### config.mk
export PLATFORM = sky130hd
export DESIGN_NAME = line_sensor_calibrate_average
export DESIGN_NICKNAME = d
export VERILOG_FILES = /design/src/hw/rtl/lsca_pkg.sv /design/src/hw/rtl/lsca_ctrl.sv /design/src/hw/rtl/lsca_dp.sv /design/src/hw/rtl/line_sensor_calibrate_average.sv
export SDC_FILE = /design/constraint.sdc
export NUM_CORES = 2
export LEC_CHECK = 0
export BUFFER_PORTS_ARGS = -buffer_cell sky130_fd_sc_hd__buf_2
export CAP_MARGIN = 40
export CELL_PAD_IN_SITES_DETAIL_PLACEMENT = 1
export CELL_PAD_IN_SITES_GLOBAL_PLACEMENT = 1
export CORE_MARGIN = 8
export CORE_UTILIZATION = 40
export DETAILED_ROUTE_END_ITERATION = 12
export PLACE_DENSITY = 0.73
export SKIP_CTS_REPAIR_TIMING = 1
export SLEW_MARGIN = 10
export SYNTH_ARGS = -nofsm -noshare
export SYNTH_HDL_FRONTEND = slang
export SYNTH_SLANG_ARGS = --single-unit
### constraint.sdc
create_clock -name clock -period 15.5 [get_ports clock]
set_input_delay 0.775 -clock clock [delete_from_list [all_inputs] [get_ports clock]]
set_output_delay 0.775 -clock clock [all_outputs]
set_load 0.005 [all_outputs]
### src/hw/rtl/lsca_pkg.sv
package lsca_pkg;

   localparam int SENSORS        = 8;
   localparam int WINDOW_DEFAULT = 10;

   localparam int IDX_W   = 3;
   localparam int RAW_W   = 8;
   localparam int CODE_W  = 10;
   localparam int WHITE_W = 11;
   localparam int BLACK_W = 10;
   localparam int VAL_W   = 11;
   localparam int AVG_W   = 15;
   localparam int OFFS_W  = 17;

   localparam int FULL_SCALE_INT = 1024;
   localparam logic [VAL_W-1:0] FULL_SCALE = VAL_W'(FULL_SCALE_INT);

   // restoring divider, one quotient bit per step
   localparam int DIV_STEPS = CODE_W;
   localparam int CNT_W     = $clog2(DIV_STEPS + 1);

   localparam int CSR_INDEX_W = 2;
   localparam int CSR_DATA_W  = 11;
   localparam logic [CSR_INDEX_W-1:0] REG_WHITE_LEVEL = CSR_INDEX_W'(0);
   localparam logic [CSR_INDEX_W-1:0] REG_BLACK_LEVEL = CSR_INDEX_W'(1);

   typedef struct packed {
      logic capture;
      logic calib;
      logic div_step;
      logic update;
      logic mul;
      logic qest;
      logic corr;
      logic load_out;
   } lsca_cmd_type;

   typedef struct packed {
      logic div_done;
   } lsca_sts_type;

endpackage

### src/hw/rtl/lsca_ctrl.sv
module lsca_ctrl (
   input  logic                  clock,
   input  logic                  reset,
   input  logic                  req_valid,
   output logic                  req_ready,
   output logic                  rsp_valid,
   input  logic                  rsp_ready,
   input  lsca_pkg::lsca_sts_type sts,
   output lsca_pkg::lsca_cmd_type cmd
);

   typedef enum logic [7:0] {
      ST_IDLE   = 8'b0000_0001,
      ST_CALIB  = 8'b0000_0010,
      ST_DIV    = 8'b0000_0100,
      ST_UPDATE = 8'b0000_1000,
      ST_MUL    = 8'b0001_0000,
      ST_QEST   = 8'b0010_0000,
      ST_CORR   = 8'b0100_0000,
      ST_OUT    = 8'b1000_0000
   } lsca_state_type;

   lsca_state_type state_ff, state_in;
   logic           rsp_valid_ff, rsp_valid_in;
   logic           out_free;

   assign out_free  = !rsp_valid_ff || rsp_ready;
   assign req_ready = (state_ff == ST_IDLE);
   assign rsp_valid = rsp_valid_ff;

   always_comb begin
      state_in = state_ff;
      cmd      = '0;
      unique case (state_ff)
         ST_IDLE: begin
            cmd.capture = req_valid;
            if (req_valid) begin
               state_in = ST_CALIB;
            end
         end
         ST_CALIB: begin
            cmd.calib = 1'b1;
            state_in  = ST_DIV;
         end
         ST_DIV: begin
            cmd.div_step = 1'b1;
            if (sts.div_done) begin
               state_in = ST_UPDATE;
            end
         end
         ST_UPDATE: begin
            cmd.update = 1'b1;
            state_in   = ST_MUL;
         end
         ST_MUL: begin
            cmd.mul  = 1'b1;
            state_in = ST_QEST;
         end
         ST_QEST: begin
            cmd.qest = 1'b1;
            state_in = ST_CORR;
         end
         ST_CORR: begin
            cmd.corr = 1'b1;
            state_in = ST_OUT;
         end
         ST_OUT: begin
            cmd.load_out = out_free;
            if (out_free) begin
               state_in = ST_IDLE;
            end
         end
         default: begin
            state_in = ST_IDLE;
         end
      endcase
   end

   always_comb begin
      priority if (cmd.load_out) begin
         rsp_valid_in = 1'b1;
      end else if (rsp_ready) begin
         rsp_valid_in = 1'b0;
      end else begin
         rsp_valid_in = rsp_valid_ff;
      end
   end

   always_ff @(posedge clock) begin
      if (reset) begin
         state_ff     <= ST_IDLE;
         rsp_valid_ff <= 1'b0;
      end else begin
         state_ff     <= state_in;
         rsp_valid_ff <= rsp_valid_in;
      end
   end

endmodule

### src/hw/rtl/lsca_dp.sv
module lsca_dp #(
   parameter int WINDOW = lsca_pkg::WINDOW_DEFAULT
) (
   input  logic                                 clock,
   input  logic                                 reset,
   input  lsca_pkg::lsca_cmd_type               cmd,
   output lsca_pkg::lsca_sts_type               sts,
   input  logic [lsca_pkg::IDX_W-1:0]           req_sensor_index,
   input  logic [lsca_pkg::RAW_W-1:0]           req_raw_high,
   input  logic [lsca_pkg::RAW_W-1:0]           req_raw_low,
   input  logic                                 csr_write,
   input  logic [lsca_pkg::CSR_INDEX_W-1:0]     csr_index,
   input  logic [lsca_pkg::CSR_DATA_W-1:0]      csr_wdata,
   output logic [lsca_pkg::IDX_W-1:0]           rsp_echo_index,
   output logic [lsca_pkg::AVG_W-1:0]           rsp_filtered_value,
   output logic signed [lsca_pkg::OFFS_W-1:0]   rsp_lateral_offset,
   output logic                                 rsp_offset_valid
);

   localparam int IDX_W   = lsca_pkg::IDX_W;
   localparam int CODE_W  = lsca_pkg::CODE_W;
   localparam int WHITE_W = lsca_pkg::WHITE_W;
   localparam int BLACK_W = lsca_pkg::BLACK_W;
   localparam int VAL_W   = lsca_pkg::VAL_W;
   localparam int AVG_W   = lsca_pkg::AVG_W;
   localparam int OFFS_W  = lsca_pkg::OFFS_W;
   localparam int CNT_W   = lsca_pkg::CNT_W;
   localparam int SENSORS = lsca_pkg::SENSORS;

   localparam int DEPTH  = SENSORS * WINDOW;
   localparam int ADDR_W = $clog2(DEPTH);
   localparam int POS_W  = $clog2(WINDOW);
   localparam int SUM_W  = $clog2(WINDOW * lsca_pkg::FULL_SCALE_INT + 1);
   localparam int X_W    = SUM_W + 4;
   localparam int PROD_W = 2 * X_W;
   localparam logic [X_W-1:0] RECIP = X_W'((2 ** X_W) / WINDOW);

   // configuration
   logic [WHITE_W-1:0] white_ff;
   logic [BLACK_W-1:0] black_ff;

   // captured word
   logic [IDX_W-1:0]  idx_ff;
   logic [CODE_W-1:0] code_ff;

   // calibration divider
   logic [VAL_W-1:0]   q_ff, q_in;
   logic [WHITE_W-1:0] rem_ff, rem_in;
   logic [WHITE_W-1:0] dvs_ff, dvs_in;
   logic [CNT_W-1:0]   cnt_ff, cnt_in;
   logic               is_white, is_black;
   logic [WHITE_W:0]   rem_sh, rem_sub;
   logic               fits;

   // sample store
   logic [VAL_W-1:0]  mem [DEPTH];
   logic [DEPTH-1:0]  vld_ff;
   logic [ADDR_W-1:0] addr_ff, rd_addr;
   logic [VAL_W-1:0]  rd_ff;

   // per-sensor state
   logic [SUM_W-1:0] sum_ff [SENSORS];
   logic [POS_W-1:0] pos_ff [SENSORS];
   logic [AVG_W-1:0] avg_ff [SENSORS];
   logic [VAL_W-1:0] old_val;
   logic [SUM_W-1:0] sum_new;
   logic [POS_W-1:0] pos_cur, pos_nxt;

   // average by reciprocal
   logic [X_W-1:0]    x_val, r_val;
   logic [PROD_W-1:0] prod_ff;
   logic [AVG_W-1:0]  q0_ff, avg_new;
   logic [X_W-1:0]    qw_ff;
   logic [X_W-1:0]    q_est;

   // offset
   logic [AVG_W:0]    pos_pair, neg_pair;
   logic [OFFS_W-1:0] offs_new;

   // output word
   logic [IDX_W-1:0]  echo_ff;
   logic [AVG_W-1:0]  fval_ff;
   logic [OFFS_W-1:0] offs_ff;
   logic              ovld_ff;

   assign is_white = {1'b0, code_ff} >= white_ff;
   assign is_black = code_ff <= black_ff;
   assign rem_sh   = {rem_ff, 1'b0};
   assign fits     = rem_sh >= {1'b0, dvs_ff};
   assign rem_sub  = rem_sh - {1'b0, dvs_ff};
   assign sts.div_done = (cnt_ff == '0);

   always_comb begin
      q_in   = q_ff;
      rem_in = rem_ff;
      dvs_in = dvs_ff;
      cnt_in = cnt_ff;
      if (cmd.calib) begin
         rem_in = {1'b0, code_ff} - {1'b0, black_ff};
         dvs_in = white_ff - {1'b0, black_ff};
         priority if (is_white) begin
            q_in   = lsca_pkg::FULL_SCALE;
            cnt_in = '0;
         end else if (is_black) begin
            q_in   = '0;
            cnt_in = '0;
         end else begin
            q_in   = '0;
            cnt_in = CNT_W'(lsca_pkg::DIV_STEPS);
         end
      end else if (cmd.div_step && (cnt_ff != '0)) begin
         q_in   = {q_ff[VAL_W-2:0], fits};
         rem_in = fits ? rem_sub[WHITE_W-1:0] : rem_sh[WHITE_W-1:0];
         cnt_in = cnt_ff - CNT_W'(1);
      end
   end

   assign rd_addr = ADDR_W'(idx_ff * WINDOW) + ADDR_W'(pos_ff[idx_ff]);
   assign old_val = vld_ff[addr_ff] ? rd_ff : '0;
   assign sum_new = sum_ff[idx_ff] - SUM_W'(old_val) + SUM_W'(q_ff);
   assign pos_cur = pos_ff[idx_ff];
   assign pos_nxt = (pos_cur == POS_W'(WINDOW - 1)) ? '0 : pos_cur + POS_W'(1);

   assign x_val   = {sum_ff[idx_ff], 4'b0000};
   assign q_est   = prod_ff[PROD_W-1:X_W];
   assign r_val   = x_val - qw_ff;
   assign avg_new = (r_val >= X_W'(WINDOW)) ? q0_ff + AVG_W'(1) : q0_ff;

   assign pos_pair = {1'b0, avg_ff[1]} + {1'b0, avg_ff[5]};
   assign neg_pair = {1'b0, avg_ff[2]} + {1'b0, avg_ff[6]};
   assign offs_new = {1'b0, pos_pair} - {1'b0, neg_pair};

   always_ff @(posedge clock) begin
      if (reset) begin
         white_ff <= lsca_pkg::FULL_SCALE;
         black_ff <= '0;
         cnt_ff   <= '0;
         vld_ff   <= '0;
         for (int s = 0; s < SENSORS; s++) begin
            sum_ff[s] <= '0;
            pos_ff[s] <= '0;
            avg_ff[s] <= '0;
         end
      end else begin
         cnt_ff <= cnt_in;
         if (csr_write) begin
            unique case (csr_index)
               lsca_pkg::REG_WHITE_LEVEL: white_ff <= csr_wdata[WHITE_W-1:0];
               lsca_pkg::REG_BLACK_LEVEL: black_ff <= csr_wdata[BLACK_W-1:0];
               default: begin
               end
            endcase
         end
         if (cmd.update) begin
            vld_ff[addr_ff] <= 1'b1;
            sum_ff[idx_ff]  <= sum_new;
            pos_ff[idx_ff]  <= pos_nxt;
         end
         if (cmd.corr) begin
            avg_ff[idx_ff] <= avg_new;
         end
      end
   end

   always_ff @(posedge clock) begin
      q_ff   <= q_in;
      rem_ff <= rem_in;
      dvs_ff <= dvs_in;
      if (cmd.capture) begin
         idx_ff  <= req_sensor_index;
         code_ff <= {req_raw_high[1:0], req_raw_low};
      end
      if (cmd.calib) begin
         addr_ff <= rd_addr;
      end
      if (cmd.mul) begin
         prod_ff <= PROD_W'(x_val) * PROD_W'(RECIP);
      end
      if (cmd.qest) begin
         q0_ff <= AVG_W'(q_est);
         qw_ff <= X_W'(q_est * WINDOW);
      end
      if (cmd.load_out) begin
         echo_ff <= idx_ff;
         fval_ff <= avg_ff[idx_ff];
         ovld_ff <= (idx_ff == IDX_W'(SENSORS - 1));
         offs_ff <= (idx_ff == IDX_W'(SENSORS - 1)) ? offs_new : '0;
      end
   end

   // sample memory
   always_ff @(posedge clock) begin
      if (cmd.calib) begin
         rd_ff <= mem[rd_addr];
      end
      if (cmd.update) begin
         mem[addr_ff] <= q_ff;
      end
   end

   assign rsp_echo_index     = echo_ff;
   assign rsp_filtered_value = fval_ff;
   assign rsp_lateral_offset = $signed(offs_ff);
   assign rsp_offset_valid   = ovld_ff;

endmodule

### src/hw/rtl/line_sensor_calibrate_average.sv
// channel  direction  handshake              word
// req      in         req_valid / req_ready  sensor_index, raw_high, raw_low
// rsp      out        rsp_valid / rsp_ready  echo_index, filtered_value, lateral_offset,
//                                            offset_valid
// csr      in         csr_valid / csr_ready  csr_index, csr_wdata
//
// one word at a time; a code between the levels runs the 10-step divider, while a code
// at or beyond a level is clamped and skips the divider steps
// the next word waits until the previous result is loaded into the output register
// the output register holds a result while the next word is taken in
// synchronous reset sets white level to full scale; clears black level, sums, positions, averages, sample valid bits
// csr_ready is always high
module line_sensor_calibrate_average #(
   parameter int WINDOW = lsca_pkg::WINDOW_DEFAULT
) (
   input  logic                                 clock,
   input  logic                                 reset,
   input  logic                                 req_valid,
   output logic                                 req_ready,
   input  logic [lsca_pkg::IDX_W-1:0]           req_sensor_index,
   input  logic [lsca_pkg::RAW_W-1:0]           req_raw_high,
   input  logic [lsca_pkg::RAW_W-1:0]           req_raw_low,
   output logic                                 rsp_valid,
   input  logic                                 rsp_ready,
   output logic [lsca_pkg::IDX_W-1:0]           rsp_echo_index,
   output logic [lsca_pkg::AVG_W-1:0]           rsp_filtered_value,
   output logic signed [lsca_pkg::OFFS_W-1:0]   rsp_lateral_offset,
   output logic                                 rsp_offset_valid,
   input  logic                                 csr_valid,
   output logic                                 csr_ready,
   input  logic [lsca_pkg::CSR_INDEX_W-1:0]     csr_index,
   input  logic [lsca_pkg::CSR_DATA_W-1:0]      csr_wdata
);

   lsca_pkg::lsca_cmd_type cmd;
   lsca_pkg::lsca_sts_type sts;

   assign csr_ready = 1'b1;

   lsca_ctrl u_ctrl (
      .clock     (clock),
      .reset     (reset),
      .req_valid (req_valid),
      .req_ready (req_ready),
      .rsp_valid (rsp_valid),
      .rsp_ready (rsp_ready),
      .sts       (sts),
      .cmd       (cmd)
   );

   lsca_dp #(
      .WINDOW (WINDOW)
   ) u_dp (
      .clock              (clock),
      .reset              (reset),
      .cmd                (cmd),
      .sts                (sts),
      .req_sensor_index   (req_sensor_index),
      .req_raw_high       (req_raw_high),
      .req_raw_low        (req_raw_low),
      .csr_write          (csr_valid && csr_ready),
      .csr_index          (csr_index),
      .csr_wdata          (csr_wdata),
      .rsp_echo_index     (rsp_echo_index),
      .rsp_filtered_value (rsp_filtered_value),
      .rsp_lateral_offset (rsp_lateral_offset),
      .rsp_offset_valid   (rsp_offset_valid)
   );

endmodule
==> results_dict.tcl <==
set metrics [dict create \
    dieArea_sq_mm 0.173 \
    io_buffer_count 68 \
    grt_pass1_wl_microns 267000 \
    cap_viol_max_count 0 \
    fp.coreArea_sq_mm 0.158 \
    p_int_uw 8370 \
    first_iter_violations 3236 \
    drt-total-wl_microns 179000 \
    first_global_vias 42900 \
    wl_per_cell_microns 25.0 \
    postLayoutCoreUtil_pct 45.9 \
    min_from "req_raw_low[1]" \
    cp.required_ns 16.03 \
    synth-edff-count 1289 \
    hold_path_depth 1 \
    layout-drive-gt1-share_pct 13.1 \
    cts_num_sinks 1406 \
    synthCells 4765 \
    die_w_microns 415 \
    cts_root_buf "clkbuf_16" \
    grt_antenna_before_repair 1 \
    p_seq_share_pct 32.9 \
    arrival_ns 8.66 \
    cts_tree "done" \
    swShare_pct 37.0 \
    ys_seq_area_share_pct 64.3 \
    vias 40600 \
    clock_skew_ns 0.0325 \
    grt_overflow 0 \
    power.density_cell_area_mw_per_mm2 183 \
    setup_viol 0 \
    synth_top_area_share_pct 60.6 \
    path_class "reg -> reg" \
    grt_max_degree 138 \
    synth_top_area_cell "edfxtp_1" \
    htree_num_levels 4 \
    rows 146 \
    ys.flop_type "edfxtp_1" \
    leakagePower_uw 0.0263 \
    synthArstFlopShare_pct 0 \
    fin_nets 5338 \
    avgSynthCellArea_sq_um 13.4 \
    tightest_slew_ns 0.916 \
    drcViolationCount 0 \
    p_sw_uw 4920 \
    reg2regPathDepth 24 \
    ant_nets 0 \
    cts_made_buffers 149 \
    crit_fanout 34 \
    min_path_type "in -> reg" \
    p_clk_share_pct 26.4 \
    maxSlewViolCount 0 \
    rsz0062_at_grt "false" \
    timing.final.crit_share_pct 52.4 \
    yosys_register_bits 1406 \
    finalHoldViolCount 0 \
    dpl.hpwl_microns 117000 \
    start_util_pct 40.3 \
    ff2ff_setup_slack_ns 7.37 \
    track_usage_pct 20.1 \
    worstHoldEndpoint "u_dp.code_ff[1]" \
    ys_types 83 \
    num-fill-cells 15900 \
    clock.fmax_ghz 0.123 \
    synth_nets 5139 \
    critPathLaunchType "register" \
    routed_via_density 5.67 \
    clock_latency_ns 0.79 \
    finalSetupTns_ns 0 \
    ys_warn_count 0 \
    p_comb_share_pct 40.7 \
    period_minus_slack_ns 8.13 \
    gp_congestion 0.847 \
    area_growth_pct 13.9 \
    max_slew_margin_pct 38.8 \
    syn_area_sq_mm 0.0638 \
    clockBufferDepth 3 \
    dr.pass1.iters 5 \
    synthTopCellsByArea "edfxtp_1, ha_1, mux4_2, dfxtp_1, nor2_1" \
    clk_pin_slew_ns 0.06 \
    endpoint_kind "register" \
    vdd_drop_max_mv 0.256 \
    io-pin-count 76 \
    die_y_microns 415 \
    timing.rr.end "u_dp.prod_ff[30]" \
    outcome "complete, no violations" \
]
==> layout make-up <==
class / instances / area (sq um) / share of cell area, %
flip-flops and latches: 1406 / 41100 / 56.5
inverters: 271 / 1020 / 1.41
well taps: 2072 / 2590 / 3.57
repair buffers: 262 / 2250 / 3.09
clock inverters: 92 / 878 / 1.21
multi-input cells: 2874 / 21000 / 28.9
diodes: 2 / 5.00 / 0.00688
clock buffers: 182 / 3890 / 5.36
==> cells in the final DEF (no fill, tap or decap), types with 98 or more instances in the layout <==
cell type  count
a21oi_1      180
a22oi_1      100
buf_4        153
clkbuf_16    151
dfxtp_1      116
edfxtp_1    1289
fa_1          98
ha_1         238
inv_1        267
mux2i_1      121
mux4_2       116
nand2_1      493
nand3_1      111
nor2_1       566
==> per-layer routing <==
layer / vias up / GRT usage, % / part of all wire (%)
met4: 0 / 6.82 / 3.3
met1: 21000 / 25.7 / 41
met3: 285 / 3.67 / 6.1
met2: 1305 / 34.4 / 49
met5: - / 0 / 0
li1: 18000 / - / -
==> cells by family after synthesis <==
family / Yosys count / share of synthesized area (%)
AND/OR/NAND/NOR: 1513 / 10.5
flip-flops: 1406 / 64.3
AO/OA/AOI/OAI: 692 / 7.07
buffers and inverters: 485 / 2.94
adder cells (fa/ha/maj): 337 / 7.77
multiplexers: 245 / 6.17
XOR/XNOR: 86 / 1.29
other: 1 / 0.00587
==> worst max-delay path, cell delays in order, from the launching register on <==
cell      delay (ns)
dfxtp_2         0.31
buf_4           0.60
mux4_2          0.61
mux2i_1         0.57
inv_1           0.43
ha_1            0.43
ha_1            0.28
inv_1           0.05
fa_1            0.54
inv_1           0.07
fa_1            0.50
fa_1            0.55
inv_1           0.05
fa_1            0.49
inv_1           0.04
ha_1            0.33
a211oi_1        0.28
nand2_1         0.11
o211ai_1        0.18
a21oi_1         0.12
o41a_1          0.43
a41oi_1         0.44
nand2b_1        0.15
a21oi_1         0.20
xnor2_1         0.07
==> metrics by stage <==
step	instances	worst slack (ns)	hold slack, ns	total power, uW	cell area, sq um
floorplan	4765	7.94	0.433	8210	63800
global placement	6839	7.16	0.450	9670	67200
detailed placement	6875	7.34	0.461	9820	67700
CTS	7149	7.32	0.102	13400	72500
global route	7160	6.80	0.119	14100	72700
finish	7161	7.37	0.165	13300	72700
==> power groups by stage <==
stage                     sequential [uW]  combinational (uW)  clock [uW]
after floorplan                      4470                3740           0
after global placement               4460                5210           0
after detailed placement             4460                5360           0
after CTS                            4380                5420        3560
after global routing                 4380                5980        3690
final                                4380                5410        3500
==> sequential cells by signal, summed over array words and instances (netlist names), named ones only <==
register                 cells
u_dp.mem                   880
u_dp.avg_ff                120
u_dp.sum_ff                112
u_dp.vld_ff                 80
u_dp.pos_ff                 32
u_dp.rsp_lateral_offset     17
u_dp.prod_ff                15
u_dp.q0_ff                  15
u_dp.qw_ff                  15
u_dp.rsp_filtered_value     15
u_dp.dvs_ff                 11
u_dp.q_ff                   11
u_dp.rd_ff                  11
u_dp.rem_ff                 11
u_dp.white_ff               11
u_dp.black_ff               10
u_dp.code_ff                10
u_ctrl.state_ff              8
u_dp.addr_ff                 7
u_dp.cnt_ff                  4
u_dp.idx_ff                  3
u_dp.rsp_echo_index          3
u_ctrl.rsp_valid             1
u_dp.rsp_offset_valid        1
==> how the worst max path moves through the flow <==
| stage | depth (start not counted) | to | from |
|---|---|---|---|
| 3_3_place_gp | 24 | u_dp.prod_ff[30] | register |
| 4_1_cts | 24 | u_dp.prod_ff[30] | register |
| 2_1_floorplan | 26 | u_dp.prod_ff[30] | register |
| 5_1_grt | 24 | u_dp.prod_ff[30] | register |
| 6_report | 24 | u_dp.prod_ff[30] | register |
| 3_5_place_dp | 24 | u_dp.prod_ff[30] | register |
==> cell usage after synthesis (all sizes together), types with 80 or more instances <==
cell type	number
mux2i	123
nand3	114
a31oi	87
dfxtp	117
nor2	574
a21oi	181
nor3	80
clkbuf	164
fa	99
edfxtp	1289
inv	269
nand2	495
ha	238
mux4	116
a22oi	100
Note: power is estimated with default switching activity, not from simulation.
